**config.mk**
```make
export PLATFORM = sky130hd
export DESIGN_NAME = sector_cache_tag_lru_engine_flat
export DESIGN_NICKNAME = d
export VERILOG_FILES = /design/src/hw/rtl/scache_pkg.sv /design/src/hw/rtl/scache_if.sv /design/src/hw/rtl/scache_ram.sv /design/src/hw/rtl/scache_scan.sv /design/src/hw/rtl/sector_cache_tag_lru_engine.sv /design/src/flat_wrapper.sv
export SDC_FILE = /design/constraint.sdc
export NUM_CORES = 2
export LEC_CHECK = 0
export BUFFER_PORTS_ARGS = -buffer_cell sky130_fd_sc_hd__buf_2
export CORE_ASPECT_RATIO = 1.1
export CORE_MARGIN = 2
export CORE_UTILIZATION = 48
export DETAILED_ROUTE_END_ITERATION = 10
export GPL_ROUTABILITY_DRIVEN = 1
export PLACE_DENSITY = 0.74
export SYNTH_ARGS = -nofsm -noshare
export SYNTH_HDL_FRONTEND = slang
export SYNTH_SLANG_ARGS = --single-unit
```
**constraint.sdc**
```tcl
create_clock -name clk -period 6.1 [get_ports clk]
set_clock_uncertainty 0.15 [all_clocks]
set_input_delay 1.22 -clock clk [delete_from_list [all_inputs] [get_ports clk]]
set_output_delay 1.22 -clock clk [all_outputs]
set_load 0.05 [all_outputs]
```
**src/hw/rtl/scache_pkg.sv**
```systemverilog
// ----------------------------------------------------------------------------
// scache_pkg
// Shared sizes, codes and types of the sector cache tag/LRU engine.
// ----------------------------------------------------------------------------
`default_nettype none

package scache_pkg;

  localparam int ENTRIES = 64;
  localparam int IDX_W   = $clog2(ENTRIES);
  localparam int CNT_W   = IDX_W + 1;
  localparam int SEC_W   = 32;
  localparam int STAMP_W = 32;
  localparam int OP_W    = 2;
  localparam int WORD_W  = SEC_W + STAMP_W;

  typedef logic [OP_W-1:0]    op_t;
  typedef logic [IDX_W-1:0]   idx_t;
  typedef logic [SEC_W-1:0]   sector_t;
  typedef logic [STAMP_W-1:0] stamp_t;

  localparam op_t OP_READ  = 2'd0;
  localparam op_t OP_WRITE = 2'd1;
  localparam op_t OP_FLUSH = 2'd2;

  typedef enum logic [5:0] {
    S_IDLE    = 6'b000001,
    S_SCAN    = 6'b000010,
    S_DONE    = 6'b000100,
    S_FL_RD   = 6'b001000,
    S_FL_EMIT = 6'b010000,
    S_RESP    = 6'b100000
  } state_t;

  // control from the sequencer to the scan datapath
  typedef struct packed {
    logic clear;
    logic sample;
    idx_t idx;
    logic ent_valid;
  } scan_ctl_t;

  // outcome of a full scan
  typedef struct packed {
    logic    hit;
    idx_t    hit_idx;
    logic    free;
    idx_t    open_idx;
    logic    lru;
    idx_t    lru_idx;
    sector_t lru_sector;
  } scan_res_t;

endpackage

`default_nettype wire

```
**src/hw/rtl/scache_if.sv**
```systemverilog
// ----------------------------------------------------------------------------
// scache_if
// Valid/ready channels of the sector cache engine: request and result.
// ----------------------------------------------------------------------------
`default_nettype none

interface scache_in_if;
  logic                       valid;
  logic                       ready;
  logic [scache_pkg::OP_W-1:0]    operation;
  logic [scache_pkg::SEC_W-1:0]   sector;
  logic [scache_pkg::STAMP_W-1:0] now;

  modport source (output valid, operation, sector, now, input ready);
  modport sink   (input valid, operation, sector, now, output ready);
endinterface

interface scache_out_if;
  logic                          valid;
  logic                          ready;
  logic                          hit;
  logic [scache_pkg::IDX_W-1:0]  entry_index;
  logic                          writeback_valid;
  logic [scache_pkg::SEC_W-1:0]  writeback_sector;
  logic                          fill_valid;
  logic                          last;

  modport source (output valid, hit, entry_index, writeback_valid, writeback_sector,
                  fill_valid, last, input ready);
  modport sink   (input valid, hit, entry_index, writeback_valid, writeback_sector,
                  fill_valid, last, output ready);
endinterface

`default_nettype wire

```
**src/hw/rtl/scache_ram.sv**
```systemverilog
// ----------------------------------------------------------------------------
// scache_ram
// Generic single-write, single-read RAM with registered read data.
// ----------------------------------------------------------------------------
`default_nettype none

module scache_ram #(
  parameter int WIDTH = 8,
  parameter int DEPTH = 16
) (
  input  wire logic                     clk,
  input  wire logic                     we,
  input  wire logic [$clog2(DEPTH)-1:0] waddr,
  input  wire logic [WIDTH-1:0]         wdata,
  input  wire logic                     re,
  input  wire logic [$clog2(DEPTH)-1:0] raddr,
  output logic      [WIDTH-1:0]         rdata
);

  logic [WIDTH-1:0] mem_r [DEPTH];
  logic [WIDTH-1:0] rdata_r;

  always_ff @(posedge clk) begin
    if (we) begin
      mem_r[waddr] <= wdata;
    end
    if (re) begin
      rdata_r <= mem_r[raddr];
    end
  end

  assign rdata = rdata_r;

endmodule

`default_nettype wire

```
**src/hw/rtl/scache_scan.sv**
```systemverilog
// ----------------------------------------------------------------------------
// scache_scan
// Tag match, free-entry and LRU tracking over the stream of entries read
// from the tag/stamp RAM, one entry per cycle.
// ----------------------------------------------------------------------------
`default_nettype none

module scache_scan (
  input  wire logic                          clk,
  input  wire logic                          rst_n,
  input  wire scache_pkg::scan_ctl_t         ctl,
  input  wire scache_pkg::sector_t           req_sector,
  input  wire logic [scache_pkg::WORD_W-1:0] rd_word,
  output scache_pkg::scan_res_t              res
);

  scache_pkg::scan_res_t res_r, res_nxt;
  scache_pkg::stamp_t    lru_stamp_r, lru_stamp_nxt;
  scache_pkg::sector_t   rd_sector;
  scache_pkg::stamp_t    rd_stamp;

  assign rd_sector = rd_word[scache_pkg::SEC_W-1:0];
  assign rd_stamp  = rd_word[scache_pkg::WORD_W-1:scache_pkg::SEC_W];

  always_comb begin
    res_nxt       = res_r;
    lru_stamp_nxt = lru_stamp_r;
    if (ctl.clear) begin
      res_nxt = '0;
    end else if (ctl.sample) begin
      if (ctl.ent_valid) begin
        if (rd_sector == req_sector) begin
          res_nxt.hit     = 1'b1;
          res_nxt.hit_idx = ctl.idx;
        end else if (!res_r.lru || rd_stamp < lru_stamp_r) begin
          // strict compare keeps the lowest index on equal stamps
          res_nxt.lru        = 1'b1;
          res_nxt.lru_idx    = ctl.idx;
          res_nxt.lru_sector = rd_sector;
          lru_stamp_nxt      = rd_stamp;
        end
      end else begin
        // ascending scan: the last free one seen is the highest
        res_nxt.free     = 1'b1;
        res_nxt.open_idx = ctl.idx;
      end
    end
  end

  always_ff @(posedge clk) begin
    if (!rst_n) begin
      res_r <= '0;
    end else begin
      res_r <= res_nxt;
    end
  end

  always_ff @(posedge clk) begin
    lru_stamp_r <= lru_stamp_nxt;
  end

  assign res = res_r;

endmodule

`default_nettype wire

```
**src/hw/rtl/sector_cache_tag_lru_engine.sv**
```systemverilog
// ----------------------------------------------------------------------------
// sector_cache_tag_lru_engine
// Tag and true-LRU replacement engine of a fully associative write-back
// sector cache; tags and stamps live in one RAM, valid bits in flops.
// ----------------------------------------------------------------------------
//  channel   | dir | handshake     | payload
//  in_chan   | in  | valid/ready   | operation, sector, now
//  out_chan  | out | valid/ready   | hit, entry_index, writeback_valid,
//            |     |               | writeback_sector, fill_valid, last
//
//  Access: accept, a read of every entry, the RAM read data register, the scan
//  result register, then update/result; the single RAM read port walks every entry.
//  Flush: accept, then a read and an emit per valid entry and a skip per free entry
//  below the highest valid one; accept and respond when nothing is valid or for the unused opcode.
//  One request in flight; ready is high in idle, also while a result waits.
//  A full output register stalls every step that emits a result until the result is taken.
//  Reset (sync, active low) clears all valid bits at once; no clearing pass.
// ----------------------------------------------------------------------------
`default_nettype none

module sector_cache_tag_lru_engine (
  input wire logic       clk,
  input wire logic       rst_n,
  scache_in_if.sink      in_chan,
  scache_out_if.source   out_chan
);

  localparam logic [scache_pkg::ENTRIES-1:0] BIT0 = scache_pkg::ENTRIES'(1);
  localparam logic [scache_pkg::CNT_W-1:0]   CNT_END = scache_pkg::CNT_W'(scache_pkg::ENTRIES);

  scache_pkg::state_t               state_r, state_nxt;
  logic [scache_pkg::CNT_W-1:0]     ctr_r, ctr_nxt;
  logic                             rv_r, rv_nxt;
  scache_pkg::idx_t                 ridx_r, ridx_nxt;
  logic [scache_pkg::ENTRIES-1:0]   valid_r, valid_nxt;
  scache_pkg::sector_t              req_sec_r, req_sec_nxt;
  scache_pkg::stamp_t               req_now_r, req_now_nxt;

  logic                             out_vld_r, out_vld_nxt;
  logic                             out_hit_r, out_hit_nxt;
  scache_pkg::idx_t                 out_idx_r, out_idx_nxt;
  logic                             out_wbv_r, out_wbv_nxt;
  scache_pkg::sector_t              out_wbs_r, out_wbs_nxt;
  logic                             out_fill_r, out_fill_nxt;
  logic                             out_last_r, out_last_nxt;

  logic                             in_acc;
  logic                             slot_free;
  logic                             issue;
  scache_pkg::idx_t                 cidx;
  logic [scache_pkg::ENTRIES-1:0]   rest;
  scache_pkg::idx_t                 victim;

  logic                             ram_we, ram_re;
  scache_pkg::idx_t                 ram_waddr, ram_raddr;
  logic [scache_pkg::WORD_W-1:0]    ram_wdata, ram_rdata;

  scache_pkg::scan_ctl_t            scan_ctl;
  scache_pkg::scan_res_t            scan_res;

  assign in_chan.ready = (state_r == scache_pkg::S_IDLE);
  assign in_acc        = in_chan.valid && in_chan.ready;
  assign slot_free     = !out_vld_r || out_chan.ready;
  assign cidx          = ctr_r[scache_pkg::IDX_W-1:0];
  assign issue         = (state_r == scache_pkg::S_SCAN) && (ctr_r != CNT_END);
  assign rest          = valid_r & ~(BIT0 << cidx);
  assign victim        = scan_res.hit  ? scan_res.hit_idx  :
                         scan_res.free ? scan_res.open_idx : scan_res.lru_idx;

  assign scan_ctl.clear     = in_acc;
  assign scan_ctl.sample    = rv_r;
  assign scan_ctl.idx       = ridx_r;
  assign scan_ctl.ent_valid = valid_r[ridx_r];

  scache_ram #(
    .WIDTH (scache_pkg::WORD_W),
    .DEPTH (scache_pkg::ENTRIES)
  ) u_tag_ram (
    .clk   (clk),
    .we    (ram_we),
    .waddr (ram_waddr),
    .wdata (ram_wdata),
    .re    (ram_re),
    .raddr (ram_raddr),
    .rdata (ram_rdata)
  );

  scache_scan u_scan (
    .clk        (clk),
    .rst_n      (rst_n),
    .ctl        (scan_ctl),
    .req_sector (req_sec_r),
    .rd_word    (ram_rdata),
    .res        (scan_res)
  );

  always_comb begin
    state_nxt    = state_r;
    ctr_nxt      = ctr_r;
    rv_nxt       = issue;
    ridx_nxt     = cidx;
    valid_nxt    = valid_r;
    req_sec_nxt  = req_sec_r;
    req_now_nxt  = req_now_r;

    out_vld_nxt  = out_vld_r && !out_chan.ready;
    out_hit_nxt  = out_hit_r;
    out_idx_nxt  = out_idx_r;
    out_wbv_nxt  = out_wbv_r;
    out_wbs_nxt  = out_wbs_r;
    out_fill_nxt = out_fill_r;
    out_last_nxt = out_last_r;

    ram_we    = 1'b0;
    ram_waddr = victim;
    ram_wdata = {req_now_r, req_sec_r};
    ram_re    = issue;
    ram_raddr = cidx;

    unique case (state_r)
      scache_pkg::S_IDLE: begin
        if (in_acc) begin
          req_sec_nxt = in_chan.sector;
          req_now_nxt = in_chan.now;
          ctr_nxt     = '0;
          unique case (in_chan.operation) inside
            scache_pkg::OP_READ, scache_pkg::OP_WRITE: begin
              state_nxt = scache_pkg::S_SCAN;
            end
            scache_pkg::OP_FLUSH: begin
              state_nxt = (valid_r == '0) ? scache_pkg::S_RESP : scache_pkg::S_FL_RD;
            end
            default: begin
              state_nxt = scache_pkg::S_RESP;
            end
          endcase
        end
      end

      scache_pkg::S_SCAN: begin
        if (issue) begin
          ctr_nxt = ctr_r + 1'b1;
        end else if (!rv_r) begin
          state_nxt = scache_pkg::S_DONE;
        end
      end

      scache_pkg::S_DONE: begin
        if (slot_free) begin
          ram_we            = 1'b1;
          valid_nxt[victim] = 1'b1;
          out_vld_nxt       = 1'b1;
          out_hit_nxt       = scan_res.hit;
          out_idx_nxt       = victim;
          out_wbv_nxt       = !scan_res.hit && !scan_res.free;
          out_wbs_nxt       = (!scan_res.hit && !scan_res.free) ? scan_res.lru_sector : '0;
          out_fill_nxt      = !scan_res.hit;
          out_last_nxt      = 1'b1;
          state_nxt         = scache_pkg::S_IDLE;
        end
      end

      scache_pkg::S_FL_RD: begin
        if (valid_r[cidx]) begin
          ram_re    = 1'b1;
          state_nxt = scache_pkg::S_FL_EMIT;
        end else begin
          ctr_nxt = ctr_r + 1'b1;
        end
      end

      scache_pkg::S_FL_EMIT: begin
        if (slot_free) begin
          out_vld_nxt  = 1'b1;
          out_hit_nxt  = 1'b0;
          out_idx_nxt  = cidx;
          out_wbv_nxt  = 1'b1;
          out_wbs_nxt  = ram_rdata[scache_pkg::SEC_W-1:0];
          out_fill_nxt = 1'b0;
          out_last_nxt = (rest == '0);
          valid_nxt    = rest;
          ctr_nxt      = ctr_r + 1'b1;
          state_nxt    = (rest == '0) ? scache_pkg::S_IDLE : scache_pkg::S_FL_RD;
        end
      end

      scache_pkg::S_RESP: begin
        if (slot_free) begin
          out_vld_nxt  = 1'b1;
          out_hit_nxt  = 1'b0;
          out_idx_nxt  = '0;
          out_wbv_nxt  = 1'b0;
          out_wbs_nxt  = '0;
          out_fill_nxt = 1'b0;
          out_last_nxt = 1'b1;
          state_nxt    = scache_pkg::S_IDLE;
        end
      end

      default: begin
        state_nxt = scache_pkg::S_IDLE;
      end
    endcase
  end

  always_ff @(posedge clk) begin
    if (!rst_n) begin
      state_r   <= scache_pkg::S_IDLE;
      ctr_r     <= '0;
      rv_r      <= 1'b0;
      valid_r   <= '0;
      out_vld_r <= 1'b0;
    end else begin
      state_r   <= state_nxt;
      ctr_r     <= ctr_nxt;
      rv_r      <= rv_nxt;
      valid_r   <= valid_nxt;
      out_vld_r <= out_vld_nxt;
    end
  end

  always_ff @(posedge clk) begin
    ridx_r     <= ridx_nxt;
    req_sec_r  <= req_sec_nxt;
    req_now_r  <= req_now_nxt;
    out_hit_r  <= out_hit_nxt;
    out_idx_r  <= out_idx_nxt;
    out_wbv_r  <= out_wbv_nxt;
    out_wbs_r  <= out_wbs_nxt;
    out_fill_r <= out_fill_nxt;
    out_last_r <= out_last_nxt;
  end

  assign out_chan.valid            = out_vld_r;
  assign out_chan.hit              = out_hit_r;
  assign out_chan.entry_index      = out_idx_r;
  assign out_chan.writeback_valid  = out_wbv_r;
  assign out_chan.writeback_sector = out_wbs_r;
  assign out_chan.fill_valid       = out_fill_r;
  assign out_chan.last             = out_last_r;

`ifndef SYNTHESIS
  // a finished scan always names an entry to use
  a_scan_has_victim: assert property (@(posedge clk) disable iff (!rst_n)
    state_r == scache_pkg::S_DONE |-> scan_res.hit || scan_res.free || scan_res.lru)
    else $error("scan ended with no hit, free or LRU entry");

  // updates never collide with the scan's read stream
  a_no_rw_overlap: assert property (@(posedge clk) disable iff (!rst_n)
    !(ram_we && (ram_re || rv_r)))
    else $error("tag RAM write overlaps an outstanding read");

  // a flush leaves every entry invalid
  a_flush_clears: assert property (@(posedge clk) disable iff (!rst_n)
    state_r == scache_pkg::S_FL_EMIT && state_nxt == scache_pkg::S_IDLE |=> valid_r == '0)
    else $error("valid bits left set after flush");

  // a hit never carries writeback or fill
  a_hit_clean: assert property (@(posedge clk) disable iff (!rst_n)
    out_vld_r && out_hit_r |-> !out_wbv_r && !out_fill_r && out_last_r)
    else $error("hit transaction carries writeback or fill");
`endif

endmodule

`default_nettype wire

```
**src/flat_wrapper.sv**
```systemverilog
// flat-port wrapper written by rule: the top's interface ports become plain ports
module sector_cache_tag_lru_engine_flat 
  (clk, rst_n, in_chan_valid, in_chan_operation, in_chan_sector, in_chan_now, in_chan_ready, out_chan_valid, out_chan_hit, out_chan_entry_index, out_chan_writeback_valid, out_chan_writeback_sector, out_chan_fill_valid, out_chan_last, out_chan_ready);
  scache_in_if in_chan_i ();
  scache_out_if out_chan_i ();
  input wire logic clk;
  input wire logic rst_n;
  input wire logic [$bits(in_chan_i.valid)-1:0] in_chan_valid;
  input wire logic [$bits(in_chan_i.operation)-1:0] in_chan_operation;
  input wire logic [$bits(in_chan_i.sector)-1:0] in_chan_sector;
  input wire logic [$bits(in_chan_i.now)-1:0] in_chan_now;
  output wire logic [$bits(in_chan_i.ready)-1:0] in_chan_ready;
  output wire logic [$bits(out_chan_i.valid)-1:0] out_chan_valid;
  output wire logic [$bits(out_chan_i.hit)-1:0] out_chan_hit;
  output wire logic [$bits(out_chan_i.entry_index)-1:0] out_chan_entry_index;
  output wire logic [$bits(out_chan_i.writeback_valid)-1:0] out_chan_writeback_valid;
  output wire logic [$bits(out_chan_i.writeback_sector)-1:0] out_chan_writeback_sector;
  output wire logic [$bits(out_chan_i.fill_valid)-1:0] out_chan_fill_valid;
  output wire logic [$bits(out_chan_i.last)-1:0] out_chan_last;
  input wire logic [$bits(out_chan_i.ready)-1:0] out_chan_ready;
  assign in_chan_i.valid = in_chan_valid;
  assign in_chan_i.operation = in_chan_operation;
  assign in_chan_i.sector = in_chan_sector;
  assign in_chan_i.now = in_chan_now;
  assign in_chan_ready = in_chan_i.ready;
  assign out_chan_valid = out_chan_i.valid;
  assign out_chan_hit = out_chan_i.hit;
  assign out_chan_entry_index = out_chan_i.entry_index;
  assign out_chan_writeback_valid = out_chan_i.writeback_valid;
  assign out_chan_writeback_sector = out_chan_i.writeback_sector;
  assign out_chan_fill_valid = out_chan_i.fill_valid;
  assign out_chan_last = out_chan_i.last;
  assign out_chan_i.ready = out_chan_ready;
  sector_cache_tag_lru_engine u_core (.clk(clk), .rst_n(rst_n), .in_chan(in_chan_i), .out_chan(out_chan_i));
endmodule
```
==> flow_metrics.py <==
metrics = {
    "cts": {
        "clockBufferDepth": 4,
        "numClockSinks": 4436,
        "numCtsBuffers": 411,
        "holdBufCountCts": 0,
        "htree_levels": 5,
        "clkLatencyLatePin_ns": 0.96,
        "clockRootBuffer": "clkbuf_16",
        "post_cts_resize_count": 0,
        "cts.reportedPaths.clkPinSlew_ns": 0.07,
        "cts_tree": "yes",
        "post_cts_buffers": 0,
    },
    "pwr": {
        "switching_power_w": 0.0147,
        "p_per_area_nw_per_um2": 342,
        "p_int_w": 0.0510,
        "vdd_drop_max_v": 0.000311,
        "power_frac_clock": 0.387,
        "p_leak_nw": 57.4,
        "p_sw_frac": 0.224,
        "pwr-share-seq": 0.539,
        "combPwrFrac": 0.073,
    },
    "timing": {
        "grt_setup_unrepaired": "false",
        "fin_crit_sh": 0.758,
        "setup_tns_ns": 0,
        "tightest_slew_ns": 1.49,
        "maxSlewViolCount": 0,
        "clock.fmax_mhz": 216,
        "hold_violations": 0,
        "min_period_ns": 4.63,
        "setup_ws_ns": 1.47,
        "finalSetupViolCount": 0,
        "maxSlewHeadroom": 0.000118,
    },
    "setup_path": {
        "cp.depth": 8,
        "critPathTopFamily": "compound AO/OA/AOI/OAI gates",
        "worst-setup-path-type": "flip-flop to flip-flop",
        "ff2ff_path_depth": 8,
        "r2r_slack_ns": 1.47,
        "cp_slowest_cell": "nor2_4",
        "r2r_start": "u_core.u_tag_ram.rdata[33]$_DFFE_PP_",
        "slowest_delay_ns": 1.04,
        "arrival_ns": 5.01,
        "cp_max_fo": 32,
        "worst_r2r_endpoint": "u_core.u_scan.lru_stamp_r[29]$_DFFE_PP_",
        "crit_buf_inv": 1,
        "crit_path_end_kind": "flip-flop",
        "startpoint_type": "flip-flop",
        "crit_chain": "ha_1, a2111oi_0, o31a_1, o21ai_0, a32oi_1, buf_6, nand3_4, nor2_4",
        "cp_data_required_time_ns": 6.48,
    },
    "final_layout": {
        "fillers": 25200,
        "syn_to_final_growth_pct": 12.9,
        "final_nets": 7752,
        "finish.utilization": 0.544,
        "drive_above_1_share": 0.309,
    },
    "worst_hold_path": {
        "hold_path.class": "flip-flop to flip-flop",
        "hold_depth": 0,
        "hold_path_end": "u_core.u_scan.lru_stamp_r[14]$_DFFE_PP_",
        "min_from": "u_core.u_tag_ram.rdata[46]$_DFFE_PP_",
    },
    "yosys": {
        "syn_inst": 7196,
        "synth.distinct_cells": 66,
        "synth_xor_area_frac": 0.00180,
        "syn_area_per_cell_um2": 23.7,
        "seq_area_frac_synth": 0.773,
        "netlist_area_um2": 170000,
        "synth_top_family_by_area": "multiplexers",
        "yosys-mux-area-fraction": 0.185,
        "yosys.area_share.simple": 0.0137,
        "ys_ff_latch": 4436,
        "synth_edf_count": 4298,
        "synthFlopType": "edfxtp_1",
        "asyncSetResetFlopFracSynth": 0,
        "syn_nets": 7303,
        "yosysWarnings": 0,
        "synthAdderAreaFrac": 0.00272,
        "synth_compound_area_frac": 0.0118,
    },
    "detailed_routing": {
        "drt_iter0_drc": 14400,
        "route.vias.total": 85600,
        "drc": 0,
        "wire_per_inst_um": 38.3,
        "antenna_left": 0,
        "routed_wirelength_mm": 487,
        "drtPass1Iterations": 8,
        "avgViaCountPerCell": 6.72,
    },
    "floorplan": {
        "die_h_um": 629,
        "start_util": 0.482,
        "ioPinCount": 114,
        "row_count": 229,
        "die_w_um": 572,
        "dieArea_um2": 360000,
        "core-area_um2": 354000,
    },
    "place": {
        "portBuffers": 113,
        "dp.final_hpwl_mm": 244,
        "post-place-ws_ns": 1.35,
        "gp_congestion": 0.865,
    },
    "grt": {
        "grt_pass1_wl_mm": 672,
        "grt_overflow_total": 0,
        "grt_pass1_vias": 84900,
        "antenna_found_initial": 18,
        "grt_usage": 0.269,
        "grt_max_degree": 145,
    },
    "flow_run": {
        "max-cap-violations": 1,
    },
    "outcome": {
        "violations": "capacitance limit",
        "status": "complete, but fails checks",
    },
}
==> worst max path at each step <==
stage | endpoint | start | slack [ns]
after floorplan | u_core.valid_r[1]$_SDFFE_PN0P_ | out_chan_ready | 0.59
after global placement | u_core.u_scan.lru_stamp_r[29]$_DFFE_PP_ | u_core.u_tag_ram.rdata[33]$_DFFE_PP_ | 0.70
after detailed placement | u_core.u_tag_ram.mem_r[38][58]$_DFFE_PP_ | out_chan_ready | 1.35
after CTS | u_core.u_scan.lru_stamp_r[29]$_DFFE_PP_ | u_core.u_tag_ram.rdata[33]$_DFFE_PP_ | 1.48
after global routing | u_core.u_scan.lru_stamp_r[24]$_DFFE_PP_ | u_core.u_tag_ram.rdata[33]$_DFFE_PP_ | 1.30
final | u_core.u_scan.lru_stamp_r[29]$_DFFE_PP_ | u_core.u_tag_ram.rdata[33]$_DFFE_PP_ | 1.47
==> registers in the layout, indices dropped and copies added, names as in the netlist, 6 cells and up <==
| signal | flops |
|---|---|
| u_core.u_tag_ram.mem_r | 4096 |
| u_core.u_tag_ram.rdata | 64 |
| u_core.valid_r | 64 |
| u_core.u_scan.res | 53 |
| u_core.out_chan.writeback_sector | 32 |
| u_core.req_now_r | 32 |
| u_core.req_sec_r | 32 |
| u_core.u_scan.lru_stamp_r | 32 |
| u_core.ctr_r | 7 |
| u_core.out_chan.entry_index | 6 |
| u_core.ridx_r | 6 |
| u_core.state_r | 6 |
==> layer usage <==
metal / global-route usage / vias to the layer above / wire [um]
li1: - / 31800 / -
met1: 0.356 / 45500 / 166000
met2: 0.433 / 7114 / 237000
met3: 0.0614 / 1123 / 61200
met4: 0.107 / 14 / 22500
met5: 0 / - / 106
==> synth_stat cells (13+ instances only) <==
cell	number	share of area
nand2b_1	14	0.00051
buf_4	16	0.00070
nand4_1	29	0.0011
nor3_1	21	0.00062
nor4_1	24	0.00088
mux4_2	1363	0.18
nand3_1	25	0.00073
xnor2_1	33	0.0017
buf_1	57	0.0013
nor2_1	140	0.0031
ha_1	37	0.0027
a22o_1	33	0.0017
mux2i_1	85	0.0050
clkbuf_1	150	0.0033
o21a_1	18	0.00079
and2_1	13	0.00048
a21oi_1	75	0.0022
dfxtp_1	138	0.016
a22oi_1	16	0.00070
edfxtp_1	4298	0.76
o21ai_0	104	0.0031
inv_1	49	0.0011
nand2_1	175	0.0039
buf_6	17	0.0011
buf_2	136	0.0040
==> cell usage in the layout (no fill, tap or decap), types with 10 or more instances in the layout <==
| master | count |
|---|---|
| ha_1 | 37 |
| o31ai_1 | 10 |
| xnor2_1 | 33 |
| o21ai_0 | 104 |
| and2_1 | 13 |
| mux2i_1 | 85 |
| nand2_1 | 174 |
| nor3_1 | 20 |
| clkinv_1 | 83 |
| nor2_1 | 73 |
| buf_2 | 113 |
| clkinv_2 | 94 |
| buf_12 | 99 |
| nor4_1 | 24 |
| buf_4 | 199 |
| nor2_4 | 67 |
| nand3_1 | 24 |
| a22o_1 | 33 |
| nand4_1 | 29 |
| clkbuf_1 | 79 |
| inv_1 | 48 |
| mux4_2 | 1363 |
| a21oi_1 | 75 |
| nand2b_1 | 14 |
| dfxtp_1 | 132 |
| o21a_1 | 18 |
| edfxtp_1 | 4298 |
| a22oi_1 | 16 |
| clkbuf_16 | 422 |
| clkinvlp_4 | 15 |
| bufinv_16 | 37 |
==> cells by family after synthesis <==
kind of cell / Yosys count
AO/OA/AOI/OAI: 317
multiplexers: 1451
AND/OR/NAND/NOR: 495
XOR/XNOR: 35
flip-flops: 4436
adder cells (fa/ha/maj): 37
buffers and inverters: 425
==> per-stage QoR <==
stage / cells / hold slack, ns / area, um2 / power, W
3_5_place_dp: 12000 / 0.291 / 179000 / 0.0408
3_3_place_gp: 12000 / 0.291 / 179000 / 0.0406
6_report: 12700 / 0.299 / 192000 / 0.0657
4_1_cts: 12700 / 0.253 / 192000 / 0.0659
2_1_floorplan: 7196 / 0.176 / 170000 / 0.0392
5_1_grt: 12700 / 0.280 / 192000 / 0.0673
==> final cells by class <==
class | instances | area (um2) | share of cell area
well taps | 4735 | 5920 | 0.0308
multi-input cells | 2335 | 37200 | 0.194
flip-flops and latches | 4436 | 132000 | 0.685
clock inverters | 250 | 2260 | 0.0117
clock buffers | 502 | 10900 | 0.0565
repair buffers | 412 | 4050 | 0.0211
diodes | 5 | 12.5 | 0.0000650
inverters | 49 | 189 | 0.000982
==> worst register-to-register path: stages (launching register included) <==
cell	delay, ns
edfxtp_1	0.50
ha_1	0.32
a2111oi_0	0.49
o31a_1	0.39
o21ai_0	0.33
a32oi_1	0.46
buf_6	0.24
nand3_4	0.21
nor2_4	1.04
==> power groups by stage <==
stage	clock [W]	combinational (W)	sequential, W
finish	0.0255	0.00482	0.0354
global placement	0	0.00456	0.0361
global route	0.0267	0.00514	0.0354
CTS	0.0256	0.00481	0.0354
detailed placement	0	0.00476	0.0361
floorplan	0	0.00233	0.0368
No activity file was read; power rests on OpenSTA's default activity.
